==> src/design/ult_pkg.sv <==
// Package for the unordered list table: sizes, field layout, command and status codes.
// Used by unordered_list_table_core. It has no dependencies.
`timescale 1ns / 1ps

package ult_pkg;

  localparam int LIST_DEPTH = 16;
  localparam int IDX_W      = $clog2(LIST_DEPTH);
  localparam int CNT_W      = $clog2(LIST_DEPTH + 1);

  localparam int CMD_W      = 3;
  localparam int VALUE_W    = 16;
  localparam int STAT_W     = 2;
  localparam int LEN_W      = 5;

  localparam int IN_FIELD_W  = CMD_W + VALUE_W;
  localparam int IN_DATA_W   = ((IN_FIELD_W + 7) / 8) * 8;
  localparam int OUT_FIELD_W = STAT_W + 1 + VALUE_W + LEN_W;
  localparam int OUT_DATA_W  = ((OUT_FIELD_W + 7) / 8) * 8;

  localparam logic [CMD_W-1:0] CMD_PUT    = 3'd0;
  localparam logic [CMD_W-1:0] CMD_DELETE = 3'd1;
  localparam logic [CMD_W-1:0] CMD_FIND   = 3'd2;
  localparam logic [CMD_W-1:0] CMD_REWIND = 3'd3;
  localparam logic [CMD_W-1:0] CMD_NEXT   = 3'd4;
  localparam logic [CMD_W-1:0] CMD_EMPTY  = 3'd5;

  localparam logic [STAT_W-1:0] ST_OK        = 2'd0;
  localparam logic [STAT_W-1:0] ST_FULL      = 2'd1;
  localparam logic [STAT_W-1:0] ST_NOT_FOUND = 2'd2;
  localparam logic [STAT_W-1:0] ST_END       = 2'd3;

endpackage

==> src/design/ult_ram.sv <==
// Generic single-clock RAM: one write port, one read port with registered read data.
// Self-contained; instantiated by unordered_list_table_core.
`timescale 1ns / 1ps

module ult_ram #(
  parameter int WIDTH = 16,
  parameter int DEPTH = 16
) (
  input  logic                     clk,
  input  logic                     wr_en,
  input  logic [$clog2(DEPTH)-1:0] wr_addr,
  input  logic [WIDTH-1:0]         wr_data,
  input  logic                     rd_en,
  input  logic [$clog2(DEPTH)-1:0] rd_addr,
  output logic [WIDTH-1:0]         rd_data
);

  logic [WIDTH-1:0] mem [DEPTH];
  logic [WIDTH-1:0] rd_data_r;

  always_ff @(posedge clk) begin
    if (wr_en) begin
      mem[wr_addr] <= wr_data;
    end
    if (rd_en) begin
      rd_data_r <= mem[rd_addr];
    end
  end

  assign rd_data = rd_data_r;

endmodule

==> src/design/unordered_list_table_core.sv <==
// Unordered list table top level: command sequencer, one compare unit, entry RAM.
// Depends on ult_pkg and ult_ram.
//
//   channel | bus                          | item
//   --------+------------------------------+-------------------------------------------
//   in      | in_tvalid/in_tready/in_tdata | command, item_value
//   out     | out_tvalid/out_tready/out_tdata | status, found, result_value, list_length
//
// Entries sit in RAM oldest first, so put is one write and the newest is at the top.
// Put, rewind and empty go from idle straight to emit; next first reads the RAM in S_NEXT.
// Find and delete scan from the newest entry, one compare per cycle;
// delete then moves the newer entries down, one per cycle.
// Reset clears the state, count, cursor, started flag and output valid only; RAM contents are not cleared.
// The input stalls while a command runs and while its result waits for the output register.
`timescale 1ns / 1ps

module unordered_list_table_core (
  input  logic                           clk,
  input  logic                           rst_n,
  input  logic                           in_tvalid,
  output logic                           in_tready,
  input  logic [ult_pkg::IN_DATA_W-1:0]  in_tdata,   // command[2:0], item_value[18:3]
  output logic                           out_tvalid,
  input  logic                           out_tready,
  output logic [ult_pkg::OUT_DATA_W-1:0] out_tdata   // status[1:0], found[2],
                                                     // result_value[18:3], list_length[23:19]
);

  import ult_pkg::*;

  typedef enum logic [4:0] {
    S_IDLE   = 5'b00001,
    S_SEARCH = 5'b00010,
    S_SHIFT  = 5'b00100,
    S_NEXT   = 5'b01000,
    S_EMIT   = 5'b10000
  } state_t;

  state_t              state_r, state_nxt;
  logic [CNT_W-1:0]    count_r, count_nxt;
  logic [IDX_W-1:0]    cursor_r, cursor_nxt;
  logic                started_r, started_nxt;
  logic [CMD_W-1:0]    cmd_r, cmd_nxt;
  logic [VALUE_W-1:0]  val_r, val_nxt;
  logic [IDX_W-1:0]    idx_r, idx_nxt;
  logic [STAT_W-1:0]   res_status_r, res_status_nxt;
  logic                res_found_r, res_found_nxt;
  logic [VALUE_W-1:0]  res_value_r, res_value_nxt;
  logic                out_tvalid_r, out_tvalid_nxt;
  logic [OUT_DATA_W-1:0] out_tdata_r, out_tdata_nxt;

  logic                ram_wr_en;
  logic [IDX_W-1:0]    ram_wr_addr;
  logic [VALUE_W-1:0]  ram_wr_data;
  logic                ram_rd_en;
  logic [IDX_W-1:0]    ram_rd_addr;
  logic [VALUE_W-1:0]  ram_rd_data;

  logic [CMD_W-1:0]    in_cmd;
  logic [VALUE_W-1:0]  in_val;
  logic [CNT_W-1:0]    count_m1;
  logic [CNT_W-1:0]    next_pos;
  logic [CNT_W-1:0]    next_phys;
  logic [CNT_W-1:0]    shift_src;
  logic [CNT_W-1:0]    idx_p1;
  logic                hit;

  ult_ram #(
    .WIDTH (VALUE_W),
    .DEPTH (LIST_DEPTH)
  ) u_entries (
    .clk     (clk),
    .wr_en   (ram_wr_en),
    .wr_addr (ram_wr_addr),
    .wr_data (ram_wr_data),
    .rd_en   (ram_rd_en),
    .rd_addr (ram_rd_addr),
    .rd_data (ram_rd_data)
  );

  assign in_tready  = (state_r == S_IDLE);
  assign out_tvalid = out_tvalid_r;
  assign out_tdata  = out_tdata_r;

  assign in_cmd    = in_tdata[CMD_W-1:0];
  assign in_val    = in_tdata[CMD_W +: VALUE_W];
  assign count_m1  = count_r - CNT_W'(1);
  assign next_pos  = started_r ? (CNT_W'(cursor_r) + CNT_W'(1)) : '0;
  assign next_phys = count_m1 - next_pos;
  assign shift_src = CNT_W'(idx_r) + CNT_W'(2);
  assign idx_p1    = CNT_W'(idx_r) + CNT_W'(1);
  assign hit       = (ram_rd_data == val_r);

  always_comb begin
    state_nxt      = state_r;
    count_nxt      = count_r;
    cursor_nxt     = cursor_r;
    started_nxt    = started_r;
    cmd_nxt        = cmd_r;
    val_nxt        = val_r;
    idx_nxt        = idx_r;
    res_status_nxt = res_status_r;
    res_found_nxt  = res_found_r;
    res_value_nxt  = res_value_r;
    out_tvalid_nxt = out_tvalid_r && !out_tready;
    out_tdata_nxt  = out_tdata_r;
    ram_wr_en      = 1'b0;
    ram_wr_addr    = idx_r;
    ram_wr_data    = val_r;
    ram_rd_en      = 1'b0;
    ram_rd_addr    = idx_r;

    unique case (state_r)
      S_IDLE: begin
        if (in_tvalid) begin
          cmd_nxt        = in_cmd;
          val_nxt        = in_val;
          res_status_nxt = ST_OK;
          res_found_nxt  = 1'b0;
          res_value_nxt  = '0;
          state_nxt      = S_EMIT;
          unique case (in_cmd)
            CMD_PUT: begin
              cursor_nxt  = '0;
              started_nxt = 1'b0;
              if (count_r < CNT_W'(LIST_DEPTH)) begin
                ram_wr_en   = 1'b1;
                ram_wr_addr = count_r[IDX_W-1:0];
                ram_wr_data = in_val;
                count_nxt   = count_r + CNT_W'(1);
              end else begin
                res_status_nxt = ST_FULL;
              end
            end
            CMD_DELETE, CMD_FIND: begin
              if (in_cmd == CMD_DELETE) begin
                cursor_nxt  = '0;
                started_nxt = 1'b0;
              end
              if (count_r == '0) begin
                if (in_cmd == CMD_DELETE) begin
                  res_status_nxt = ST_NOT_FOUND;
                end
              end else begin
                ram_rd_en   = 1'b1;
                ram_rd_addr = count_m1[IDX_W-1:0];
                idx_nxt     = count_m1[IDX_W-1:0];
                state_nxt   = S_SEARCH;
              end
            end
            CMD_REWIND: begin
              cursor_nxt  = '0;
              started_nxt = 1'b0;
            end
            CMD_NEXT: begin
              if (next_pos < count_r) begin
                ram_rd_en   = 1'b1;
                ram_rd_addr = next_phys[IDX_W-1:0];
                cursor_nxt  = next_pos[IDX_W-1:0];
                started_nxt = 1'b1;
                state_nxt   = S_NEXT;
              end else begin
                res_status_nxt = ST_END;
              end
            end
            CMD_EMPTY: begin
              count_nxt   = '0;
              cursor_nxt  = '0;
              started_nxt = 1'b0;
            end
            default: begin
            end
          endcase
        end
      end

      S_SEARCH: begin
        if (hit) begin
          res_found_nxt = 1'b1;
          if (cmd_r == CMD_FIND) begin
            res_value_nxt = ram_rd_data;
            state_nxt     = S_EMIT;
          end else if (idx_p1 == count_r) begin
            count_nxt = count_m1;
            state_nxt = S_EMIT;
          end else begin
            ram_rd_en   = 1'b1;
            ram_rd_addr = idx_p1[IDX_W-1:0];
            state_nxt   = S_SHIFT;
          end
        end else if (idx_r == '0) begin
          if (cmd_r == CMD_DELETE) begin
            res_status_nxt = ST_NOT_FOUND;
          end
          state_nxt = S_EMIT;
        end else begin
          ram_rd_en   = 1'b1;
          ram_rd_addr = idx_r - IDX_W'(1);
          idx_nxt     = idx_r - IDX_W'(1);
        end
      end

      S_SHIFT: begin
        ram_wr_en   = 1'b1;
        ram_wr_addr = idx_r;
        ram_wr_data = ram_rd_data;
        if (shift_src == count_r) begin
          count_nxt = count_m1;
          state_nxt = S_EMIT;
        end else begin
          ram_rd_en   = 1'b1;
          ram_rd_addr = shift_src[IDX_W-1:0];
          idx_nxt     = idx_p1[IDX_W-1:0];
        end
      end

      S_NEXT: begin
        res_value_nxt = ram_rd_data;
        state_nxt     = S_EMIT;
      end

      S_EMIT: begin
        if (!out_tvalid_r || out_tready) begin
          out_tvalid_nxt = 1'b1;
          out_tdata_nxt  = OUT_DATA_W'({LEN_W'(count_r), res_value_r, res_found_r, res_status_r});
          state_nxt      = S_IDLE;
        end
      end

      default: begin
        state_nxt = S_IDLE;
      end
    endcase
  end

  always_ff @(posedge clk) begin
    if (!rst_n) begin
      state_r      <= S_IDLE;
      count_r      <= '0;
      cursor_r     <= '0;
      started_r    <= 1'b0;
      out_tvalid_r <= 1'b0;
    end else begin
      state_r      <= state_nxt;
      count_r      <= count_nxt;
      cursor_r     <= cursor_nxt;
      started_r    <= started_nxt;
      out_tvalid_r <= out_tvalid_nxt;
    end
  end

  always_ff @(posedge clk) begin
    cmd_r        <= cmd_nxt;
    val_r        <= val_nxt;
    idx_r        <= idx_nxt;
    res_status_r <= res_status_nxt;
    res_found_r  <= res_found_nxt;
    res_value_r  <= res_value_nxt;
    out_tdata_r  <= out_tdata_nxt;
  end

endmodule
==> config.mk <==
export PLATFORM = sky130hd
export DESIGN_NAME = unordered_list_table_core
export DESIGN_NICKNAME = d
export VERILOG_FILES = /design/src/design/ult_pkg.sv /design/src/design/ult_ram.sv /design/src/design/unordered_list_table_core.sv
export SDC_FILE = /design/constraint.sdc
export NUM_CORES = 1
export LEC_CHECK = 0
export BUFFER_PORTS_ARGS = -buffer_cell sky130_fd_sc_hd__buf_2
export CORE_MARGIN = 3
export CORE_UTILIZATION = 25
export DETAILED_ROUTE_END_ITERATION = 10
export PLACE_DENSITY = 0.41
export SLEW_MARGIN = 5
export SYNTH_ARGS = -nofsm -noshare
export SYNTH_HDL_FRONTEND = slang
export SYNTH_SLANG_ARGS = --single-unit
==> constraint.sdc <==
create_clock -name clk -period 4.4 [get_ports clk]
set_input_delay 0.44 -clock clk [delete_from_list [all_inputs] [get_ports clk]]
set_output_delay 0.44 -clock clk [all_outputs]
set_load 0.005 [all_outputs]
==> summary by stage, run 1 <==
Pwr
VDD sags by at most roughly 270 uV. The analysis attributes to cell leakage a power of 6.65 nW. In this run switching power makes up 33.8% of total power.

The share of total power dissipated in sequential elements is a little over a third. Dividing total power by cell area gives a power density of between 600 and 700 nW/um^2. The clock group share of total power is 26.6%. In this run the power spent charging and discharging nets is 4.13 mW.

The cell-internal power is between 8 and 9 mW. Combinational cells account for a little under two fifths of the total power.

Critical path
Among cell families on the critical path, the largest total delay comes from compound AO/OA/AOI/OAI gates. The maximum fanout encountered on the critical timing path is 14. The worst-path cell with the longest stage delay is sky130_fd_sc_hd__or4b_4. The critical path launch point type is a flip-flop. The startpoint of the worst-slack reg-to-reg timing path is cursor_r[0]. The setup path with the least slack is of type reg2reg.

The worst flop-to-flop path endpoint is u_entries.rd_data[12]. The endpoint type of the worst setup path is a flip-flop. The maximum single-stage delay on the critical path is 0.59 ns.

The sum of buffers and inverters on the critical path is 1. The data required time at the worst endpoint is roughly 4.8 ns. The signal on the critical path passes through ha_1 > and4_1 > ha_1 > and2_1 > a221o_1 > or4b_4 > a21oi_4 > o221ai_2 > a221o_1 > and3_1 > buf_12 > a22o_1 > a221oi_2 > and3_1. The arrival time at the worst endpoint is between 4 and 5 ns. The worst register-to-register path has a setup slack of between 0.15 and 0.2 ns. The depth of the worst register-to-register path is 14.

CTS
The clock latency of the later-clocked register in the worst-skew pair is 0.56 ns. The number of clock buffers added by TritonCTS is 39. In this run the number of H-tree levels came out at 2. The clock transition at the register clock pins on the worst setup and hold paths after CTS is 0.06 ns.

TritonCTS built the clock tree. In this run the deepest clock path goes through 3 buffers. The root buffer cell chosen for the clock tree is sky130_fd_sc_hd__clkbuf_16. The clock sink count is 354.

Timing
The maximum operating frequency is 0.237 GHz. The share of the clock period used by the worst path is 96.0%. For the final database, setup skew stands at 0.0197 ns.

Setup repair after global routing left no endpoint under its margin. Setup violations remaining at the end of the flow were counted as 0. For the finished layout, the period the worst path requires is 4.22 ns.

The worst hold margin is 0.0913 ns. The final count of pins violating max slew is 0. Summed over all failing endpoints, the final setup total negative slack is 0 ns. The worst slew slack as a fraction of its limit is 50.6%.

The actual transition at the worst max-transition pin is 0.735 ns. The hold violation count in the final report is 0.

Hold path
The startpoint identified for the worst hold timing path is in_tdata[13]. The path category of the worst min-delay check is in2reg. The endpoint of the worst hold path is val_r[10]. The instance count along the most critical hold path is 1.

Layout
The layout net count is 1225. Of the cells placed in the final design, the portion with a size suffix greater than 1 is 19.7%. The area growth from synthesis to layout is 20.4%. The number of standard cells in the final layout excluding fillers is 1989. The post-route cell area is 18600 sq um.

Synth
The post-synthesis instance area is 15400 sq um. The count of different cell masters after synthesis is 70. During synthesis, Yosys emitted a total of 0 warnings.

After synthesis the netlist holds a flip-flop and latch count of 354. Yosys mapped a number of flops with a built-in enable equal to 338. The share of the Yosys chip area taken by registers is 67.9%.

The most common flop cell mapped by yosys is sky130_fd_sc_hd__edfxtp_1. When the netlist entered floorplanning its net count stood at 1106. The async set-reset flop share out of synthesis is 0%. The average size of a mapped cell is 14.5 sq um. Synthesis produced 1061 cells.

Placement
The number of placed instances with taps included is 1921. After detailed placement, the total cell area comes to 17300 sq um. Port buffering added between 40 and 50 buffers. Once detailed placement completed, the half-perimeter wirelength came to 26800 microns. At the end of routability-driven placement, the weighted congestion stood at between 0.8 and 0.9.

Route
In the routed layout, each cell is associated on average with a via count of 4.72. Across all layers, the routed design uses roughly 9400 vias. Once detail routing completed, the nets flagged for antenna violations numbered 0. The first routing iteration left 683 violations. The post-route DRC violation count is 0. The average detailed-routed wire length per instance is 21.1 microns.

Summed over all layers, the routed wires come to between 40000 and 50000 microns. The detailed-router iteration count before antenna repair is 6.

Floorplan
54 I/O pins were placed. From left edge to right edge, the die measures roughly 250 microns. The standard cell core area is a little over 60000 sq um. The die area is around 65000 sq um. The floorplan has 90 rows. The die is 254 microns tall. The starting density of the core is 25.4%.

Global route
For this run the aggregate overflow at the end of global routing stands at 0. The largest net degree at the start of global routing is 26. The initial antenna violation count was 1. The overall track demand over capacity in global routing is 13.0%. The wire length of the first global-routing pass is about 62000 microns. The via count of the first global-routing pass was 9430.

Flow run
Max-cap violations in this run came to 0.

Outcome
The flow ran to the end, and the final reports show no timing, DRC or antenna violations.
==> layout make-up <==
type	count	area (sq um)
clock inverter	24	258
clock buffer	43	991
timing repair buffer	139	1090
inverter	24	90.1
tap	782	978
fill	5977	42100
antenna	1	2.50
sequential	354	10500
multi-input combinational	622	4700
==> flip-flops by register name, indices dropped and copies added (netlist names), 2 cells and up <==
name / flops
u_entries.mem: 256
out_tdata: 24
res_value_r: 16
u_entries.rd_data: 16
val_r: 16
count_r: 5
state_r: 5
cursor_r: 4
idx_r: 4
cmd_r: 3
res_status_r: 2
==> worst reg2reg max path: cells and delay by family (launching register included) <==
family	cells	cell delay [ns]
adders and majority gates	2	0.50
and+or+nand+nor	5	1.41
DFF	1	0.34
buffers and inverters	1	0.17
AOI/OAI and AO/OA	6	1.66
==> kinds of logic (layout without fill, tap and decap cells) <==
family	Yosys count	count (layout)	synth area share, %
AND/OR/NAND/NOR	245	245	8.04
other	0	1	0
buffers and inverters	85	230	2.52
multiplexers	130	130	8.44
flip-flops	354	354	67.9
adder cells (fa/ha/maj)	17	17	1.43
AO/OA/AOI/OAI	196	196	9.58
XOR/XNOR	34	34	2.11
==> per-stage QoR <==
step	utilization [%]	worst slack (ns)	power, mW
floorplan	-	0.365	7.14
global placement	28.4	0.109	8.97
detailed placement	28.4	0.107	8.99
CTS	30.5	0.0471	12.3
global route	30.6	0.0105	12.9
finish	30.6	0.176	12.2
==> power by group through the flow <==
stage | sequential [mW] | clock (mW) | combinational, mW
2_1_floorplan | 4.44 | 0 | 2.70
3_3_place_gp | 4.50 | 0 | 4.48
3_5_place_dp | 4.50 | 0 | 4.48
4_1_cts | 4.43 | 3.38 | 4.51
5_1_grt | 4.46 | 3.49 | 4.94
6_report | 4.43 | 3.25 | 4.52
==> cell usage in the layout, fill, tap and decap left out, drive strengths merged, types with 3 or more instances in the layout <==
cell	instances
a211oi	5
clkbuf	43
dfxtp	16
o221ai	3
a221oi	18
a31oi	8
o21ai	23
nand2b	6
a221o	4
nor2	61
nor2b	10
a21oi	24
a22o	11
nand2	67
or3	3
xor2	8
o31ai	4
a22oi	61
ha	16
o2111ai	4
and2	24
mux2i	129
nor3b	4
and3	13
clkinv	15
nor4	5
a21boi	4
edfxtp	338
nor3	16
nand4	8
buf	139
nand3	15
bufinv	5
a2111oi	3
or4b	5
xnor2	24
o311ai	3
inv	26
==> metal layers <==
layer	up-vias	track usage, %	wire [microns]
met3	50	2.26	1700
met5	-	0	0
li1	4378	-	-
met1	4762	18.0	19700
met2	207	21.3	19900
met4	0	3.39	788
==> worst max path at each step <==
stage                             to  slack [ns]        start  cells after the start
6_report       u_entries.rd_data[12]        0.18  cursor_r[0]                     14
5_1_grt         u_entries.rd_data[6]        0.01  cursor_r[1]                     18
4_1_cts         u_entries.rd_data[4]        0.05  cursor_r[0]                     15
3_5_place_dp    u_entries.rd_data[2]        0.11  cursor_r[0]                     15
3_3_place_gp    u_entries.rd_data[1]        0.11  cursor_r[0]                     16
2_1_floorplan  u_entries.rd_data[14]        0.37   count_r[3]                     14
==> synthesized netlist by cell type (3+ instances only) <==
cell type | count | share of area (%)
sky130_fd_sc_hd__nand2b_1 | 6 | 0.24
sky130_fd_sc_hd__a211oi_1 | 4 | 0.19
sky130_fd_sc_hd__a221oi_1 | 14 | 0.79
sky130_fd_sc_hd__xor2_1 | 8 | 0.45
sky130_fd_sc_hd__nor3_2 | 3 | 0.19
sky130_fd_sc_hd__o21ai_0 | 23 | 0.75
sky130_fd_sc_hd__nor2b_1 | 10 | 0.41
sky130_fd_sc_hd__inv_1 | 24 | 0.58
sky130_fd_sc_hd__buf_2 | 23 | 0.75
sky130_fd_sc_hd__nand2_1 | 67 | 1.6
sky130_fd_sc_hd__nand4_1 | 8 | 0.32
sky130_fd_sc_hd__a22o_1 | 11 | 0.62
sky130_fd_sc_hd__a22oi_1 | 61 | 3.0
sky130_fd_sc_hd__edfxtp_1 | 338 | 66
sky130_fd_sc_hd__nor2_1 | 61 | 1.5
sky130_fd_sc_hd__o311ai_0 | 3 | 0.17
sky130_fd_sc_hd__o31ai_1 | 4 | 0.19
sky130_fd_sc_hd__a221oi_2 | 4 | 0.39
sky130_fd_sc_hd__nor4_1 | 4 | 0.16
sky130_fd_sc_hd__and2_1 | 24 | 0.97
sky130_fd_sc_hd__dfxtp_1 | 16 | 2.1
sky130_fd_sc_hd__o2111ai_1 | 4 | 0.23
sky130_fd_sc_hd__a21oi_1 | 23 | 0.75
sky130_fd_sc_hd__nand3_1 | 15 | 0.49
sky130_fd_sc_hd__nor3b_1 | 3 | 0.15
sky130_fd_sc_hd__clkbuf_1 | 27 | 0.66
sky130_fd_sc_hd__nor3_1 | 13 | 0.42
sky130_fd_sc_hd__ha_1 | 16 | 1.3
sky130_fd_sc_hd__mux2i_1 | 129 | 8.4
sky130_fd_sc_hd__or4b_1 | 4 | 0.26
sky130_fd_sc_hd__a21boi_0 | 4 | 0.19
sky130_fd_sc_hd__xnor2_1 | 24 | 1.4
sky130_fd_sc_hd__and3_1 | 13 | 0.53
sky130_fd_sc_hd__a31oi_1 | 8 | 0.32
sky130_fd_sc_hd__buf_4 | 7 | 0.34
sky130_fd_sc_hd__a221o_1 | 4 | 0.26
sky130_fd_sc_hd__or3_1 | 3 | 0.12
==> timing repair <==
action                     CTS  global route
gates resized for setup      0            11
setup endpoints to repair    0            16
hold buffers                 0             0
setup buffers                0             0
(Power assumes the default switching activity.)
==> inputs of run 2 (changes only) <==
CORE_ASPECT_RATIO = 0.5   (was unset)
==> run 2 against run 1 <==
- flip-flop and latch count did not move
- fmax down 0.38%
- non-clock buffer count up 18
- critical path depth rose by 1
- critical path type unchanged
- clock power down 6.8%
- hold slack better by 0.012 ns
- clock skew increased by 0.0054 ns
==> summary by stage, run 2 (synthesis results as in run 1) <==
Critical path
The maximum single-stage delay on the critical path is 0.54 ns (-0.05 ns). The data required time at the worst endpoint is 4.80 ns (-0.03 ns). The maximum fanout encountered on the critical timing path is 16 (+2). The startpoint identified for the worst register-to-register timing path is cursor_r[0]. In this run the worst setup path begins at cursor_r[0]. The arrival time at the worst endpoint is 4.64 ns (about the same). The worst-path cell with the longest stage delay is sky130_fd_sc_hd__or4b_4. The worst setup path is captured at a flip-flop. The category of the most critical setup path is reg2reg. STA classifies the critical path startpoint as a flip-flop. Walking the worst path, the cells encountered are ha_1 > and4_1 > ha_1 > and2_1 > a221o_1 > or4b_4 > a21oi_4 > o221ai_2 > a221o_1 > and3_4 > buf_12 > a22o_1 > a221oi_2 > buf_4 > and3_1.

Timing
The maximum operating frequency is 0.236 GHz (-0.38%). The actual transition at the worst max-transition pin was 0.779 ns (+0.0441 ns). The hold violation count in the final report came to 0 (unchanged). Setup repair after global routing left no endpoint under its margin. The worst slew slack as a fraction of its limit is 47.9% (-2.7 points). The share of the clock period used by the worst path is 96.4% (+0.36 points). The post-route minimum period is 4.24 ns (+0.0160 ns).

The worst-case clock skew is 0.0251 ns (+0.00541 ns). The final-report setup violation count is 0 (unchanged). The final count of pins violating max slew is 0 (unchanged).

Hold path
The path category of the worst min-delay check is in2reg. The worst min-delay path startpoint is in_tdata[14].

Placement
The placed standard-cell area is 17300 sq um (+0.32%). The number of buffers added on ports is 48 (unchanged). The global placer's final weighted congestion came to 0.883 (+9.5%). The post-detailed-placement half-perimeter wirelength is 28200 microns (+5.1%). The number of placed instances with taps included is 1954 (+1.7%).

Global route
The largest net degree at the start of global routing was 25 (-3.8%). The total congestion overflow came to 0 (unchanged). The wire length of the first global-routing pass is 64700 microns (+3.7%). The overall track demand over capacity in global routing was 13.4% (+0.40 points). The initial antenna violation count is 1 (unchanged).

The via count of the first global-routing pass was 9556 (+1.3%).

Layout
The register containing the most flip-flops in the final layout is u_entries.mem. The post-route cell area is 18700 sq um (+0.89%). The core occupancy in the finished layout is 31.2% (+0.56 points). The area of the multi-input gates is 4730 sq um (+0.72%). The layout net count came to 1242 (+1.4%). The register area is 10500 sq um (unchanged).

The fill cell total of the finished layout came to 5954 (-0.38%). The number of standard cells in the final layout excluding fillers was 2035 (+2.3%). Leaving out fill and tap cells, the most frequent cells in the layout are 338 x sky130_fd_sc_hd__edfxtp_1, 129 x sky130_fd_sc_hd__mux2i_1, 93 x sky130_fd_sc_hd__buf_4.

The number of antenna repair diodes is 0 (-1). The number of flip-flops in the largest register was 256 (unchanged). The ratio of cells with drive above 1 in the final layout is 21.3% (+1.6 points). Leaving out fill and tap cells, the most frequent cell in the layout is sky130_fd_sc_hd__edfxtp_1. The growth of design area from synthesis to finish is 21.5%.

Pwr
The worst supply voltage drop on vdd was 300 uV (+9.8%). The areal power density over the cells is 655 nW/um^2 (-0.41%). The cell leakage power came to 6.72 nW (+1.1%). The total power draw is 12.3 mW (+0.47%).

Route
The average detailed-routed wire length per instance came to 21.9 microns (+3.4%). The routed via count is 9547 (+1.6%). The total wirelength of the detailed-routed design was 44500 microns (+5.8%). The post-route DRC violation count came to 0 (unchanged). The post-detailed-route count of antenna-violating nets is 0 (unchanged). The detailed-router iteration count before antenna repair is 5 (-1). The per-cell via count in the routed design was 4.69 (-0.70%). The starting DRC count in detailed routing is 720 (+5.4%).

CTS
The total number of H-tree levels came to 2 (unchanged). CTS placed an instance of sky130_fd_sc_hd__clkbuf_16 at the clock tree root. The worst-case clock buffer depth was 3 (unchanged). The clock transition at the register clock pins on the worst setup and hold paths after CTS is 0.06 ns (about the same).

The clock sink count is 354 (unchanged). The number of buffers created by CTS is 38 (-2.6%). The TritonCTS clock tree is yes. The clock latency of the later-clocked register in the worst-skew pair is 0.54 ns (-0.02 ns).

Floorplan
The die area was 64900 sq um (+0.28%). The number of top-level pins is 54 (unchanged). The standard cell core area was 60100 sq um (-0.91%). The site row count is 63 (-30%).

The floorplan die width is 357 microns (+40%). The starting density of the core is 25.6% (+0.23 points). The overall die height is 182 microns (-29%).

Outcome
The run finished with clean final reports.

Flow run
The count of max-cap constraint violations is 0 (unchanged).
## run 2: report_power, final
group | total, mW | switching, mW | internal (mW) | leakage, nW
Sequential | 4.45 | 0.163 | 4.28 | 3.20
Clock | 3.03 | 1.31 | 1.71 | 0.565
Combinational | 4.80 | 2.75 | 2.05 | 2.96
## run 2: final timing paths
| kind | end | slack [ns] | depth (start not counted) |
|---|---|---|---|
| worst min-delay path | val_r[11] | 0.10 | 1 |
| worst min register to register | out_tdata[0] | 0.41 | 0 |
| worst max register to register | u_entries.rd_data[1] | 0.16 | 15 |
| worst max-delay path | u_entries.rd_data[1] | 0.16 | 15 |
## run 2: area by class of cell
type	instances	share of cell area [%]
Timing Repair Buffer	157	6.78
Clock inverter	22	0.995
Tap cell	812	5.42
Multi-Input combinational cell	622	25.3
Clock buffer	44	5.19
Sequential cell	354	55.9
Inverter	24	0.481
## run 2: repair_timing
| item | CTS | global route |
|---|---|---|
| hold buffers | 0 | 0 |
| hold endpoints to repair | 0 | 0 |
| gates resized for setup | 3 | 15 |
| setup buffers | 0 | 14 |
| pin swaps | 2 | 6 |
| endpoints found under the setup margin | 7 | 16 |
| cloned | 0 | 1 |
## run 2: metal layers
metal | up-vias | part of all wire, % | global-route usage [%] | wire (microns)
met4 | 0 | 2.3 | 3.34 | 1010
met1 | 4861 | 46 | 18.4 | 20500
met3 | 68 | 3.9 | 1.94 | 1750
li1 | 4400 | - | - | -
met2 | 218 | 48 | 22.3 | 21200
met5 | - | 0 | 0 | 0
## run 2: metrics by stage
stage	setup TNS, ns	hold slack (ns)	worst slack, ns
global placement	-0.0149	0.403	-0.0149
finish	0	0.103	0.160
detailed placement	-0.464	0.406	-0.126
global route	0	0.0710	0.00356
CTS	0	0.0675	0.00351
floorplan	0	0.400	0.365
## run 2: worst max-delay path, delay by kind of cell (launching register included)
| family | cells | cell delay [ns] |
|---|---|---|
| AOI/OAI and AO/OA | 6 | 1.65 |
| adders and majority gates | 2 | 0.50 |
| buffers and inverters | 2 | 0.33 |
| DFF | 1 | 0.32 |
| and+or+nand+nor | 5 | 1.26 |
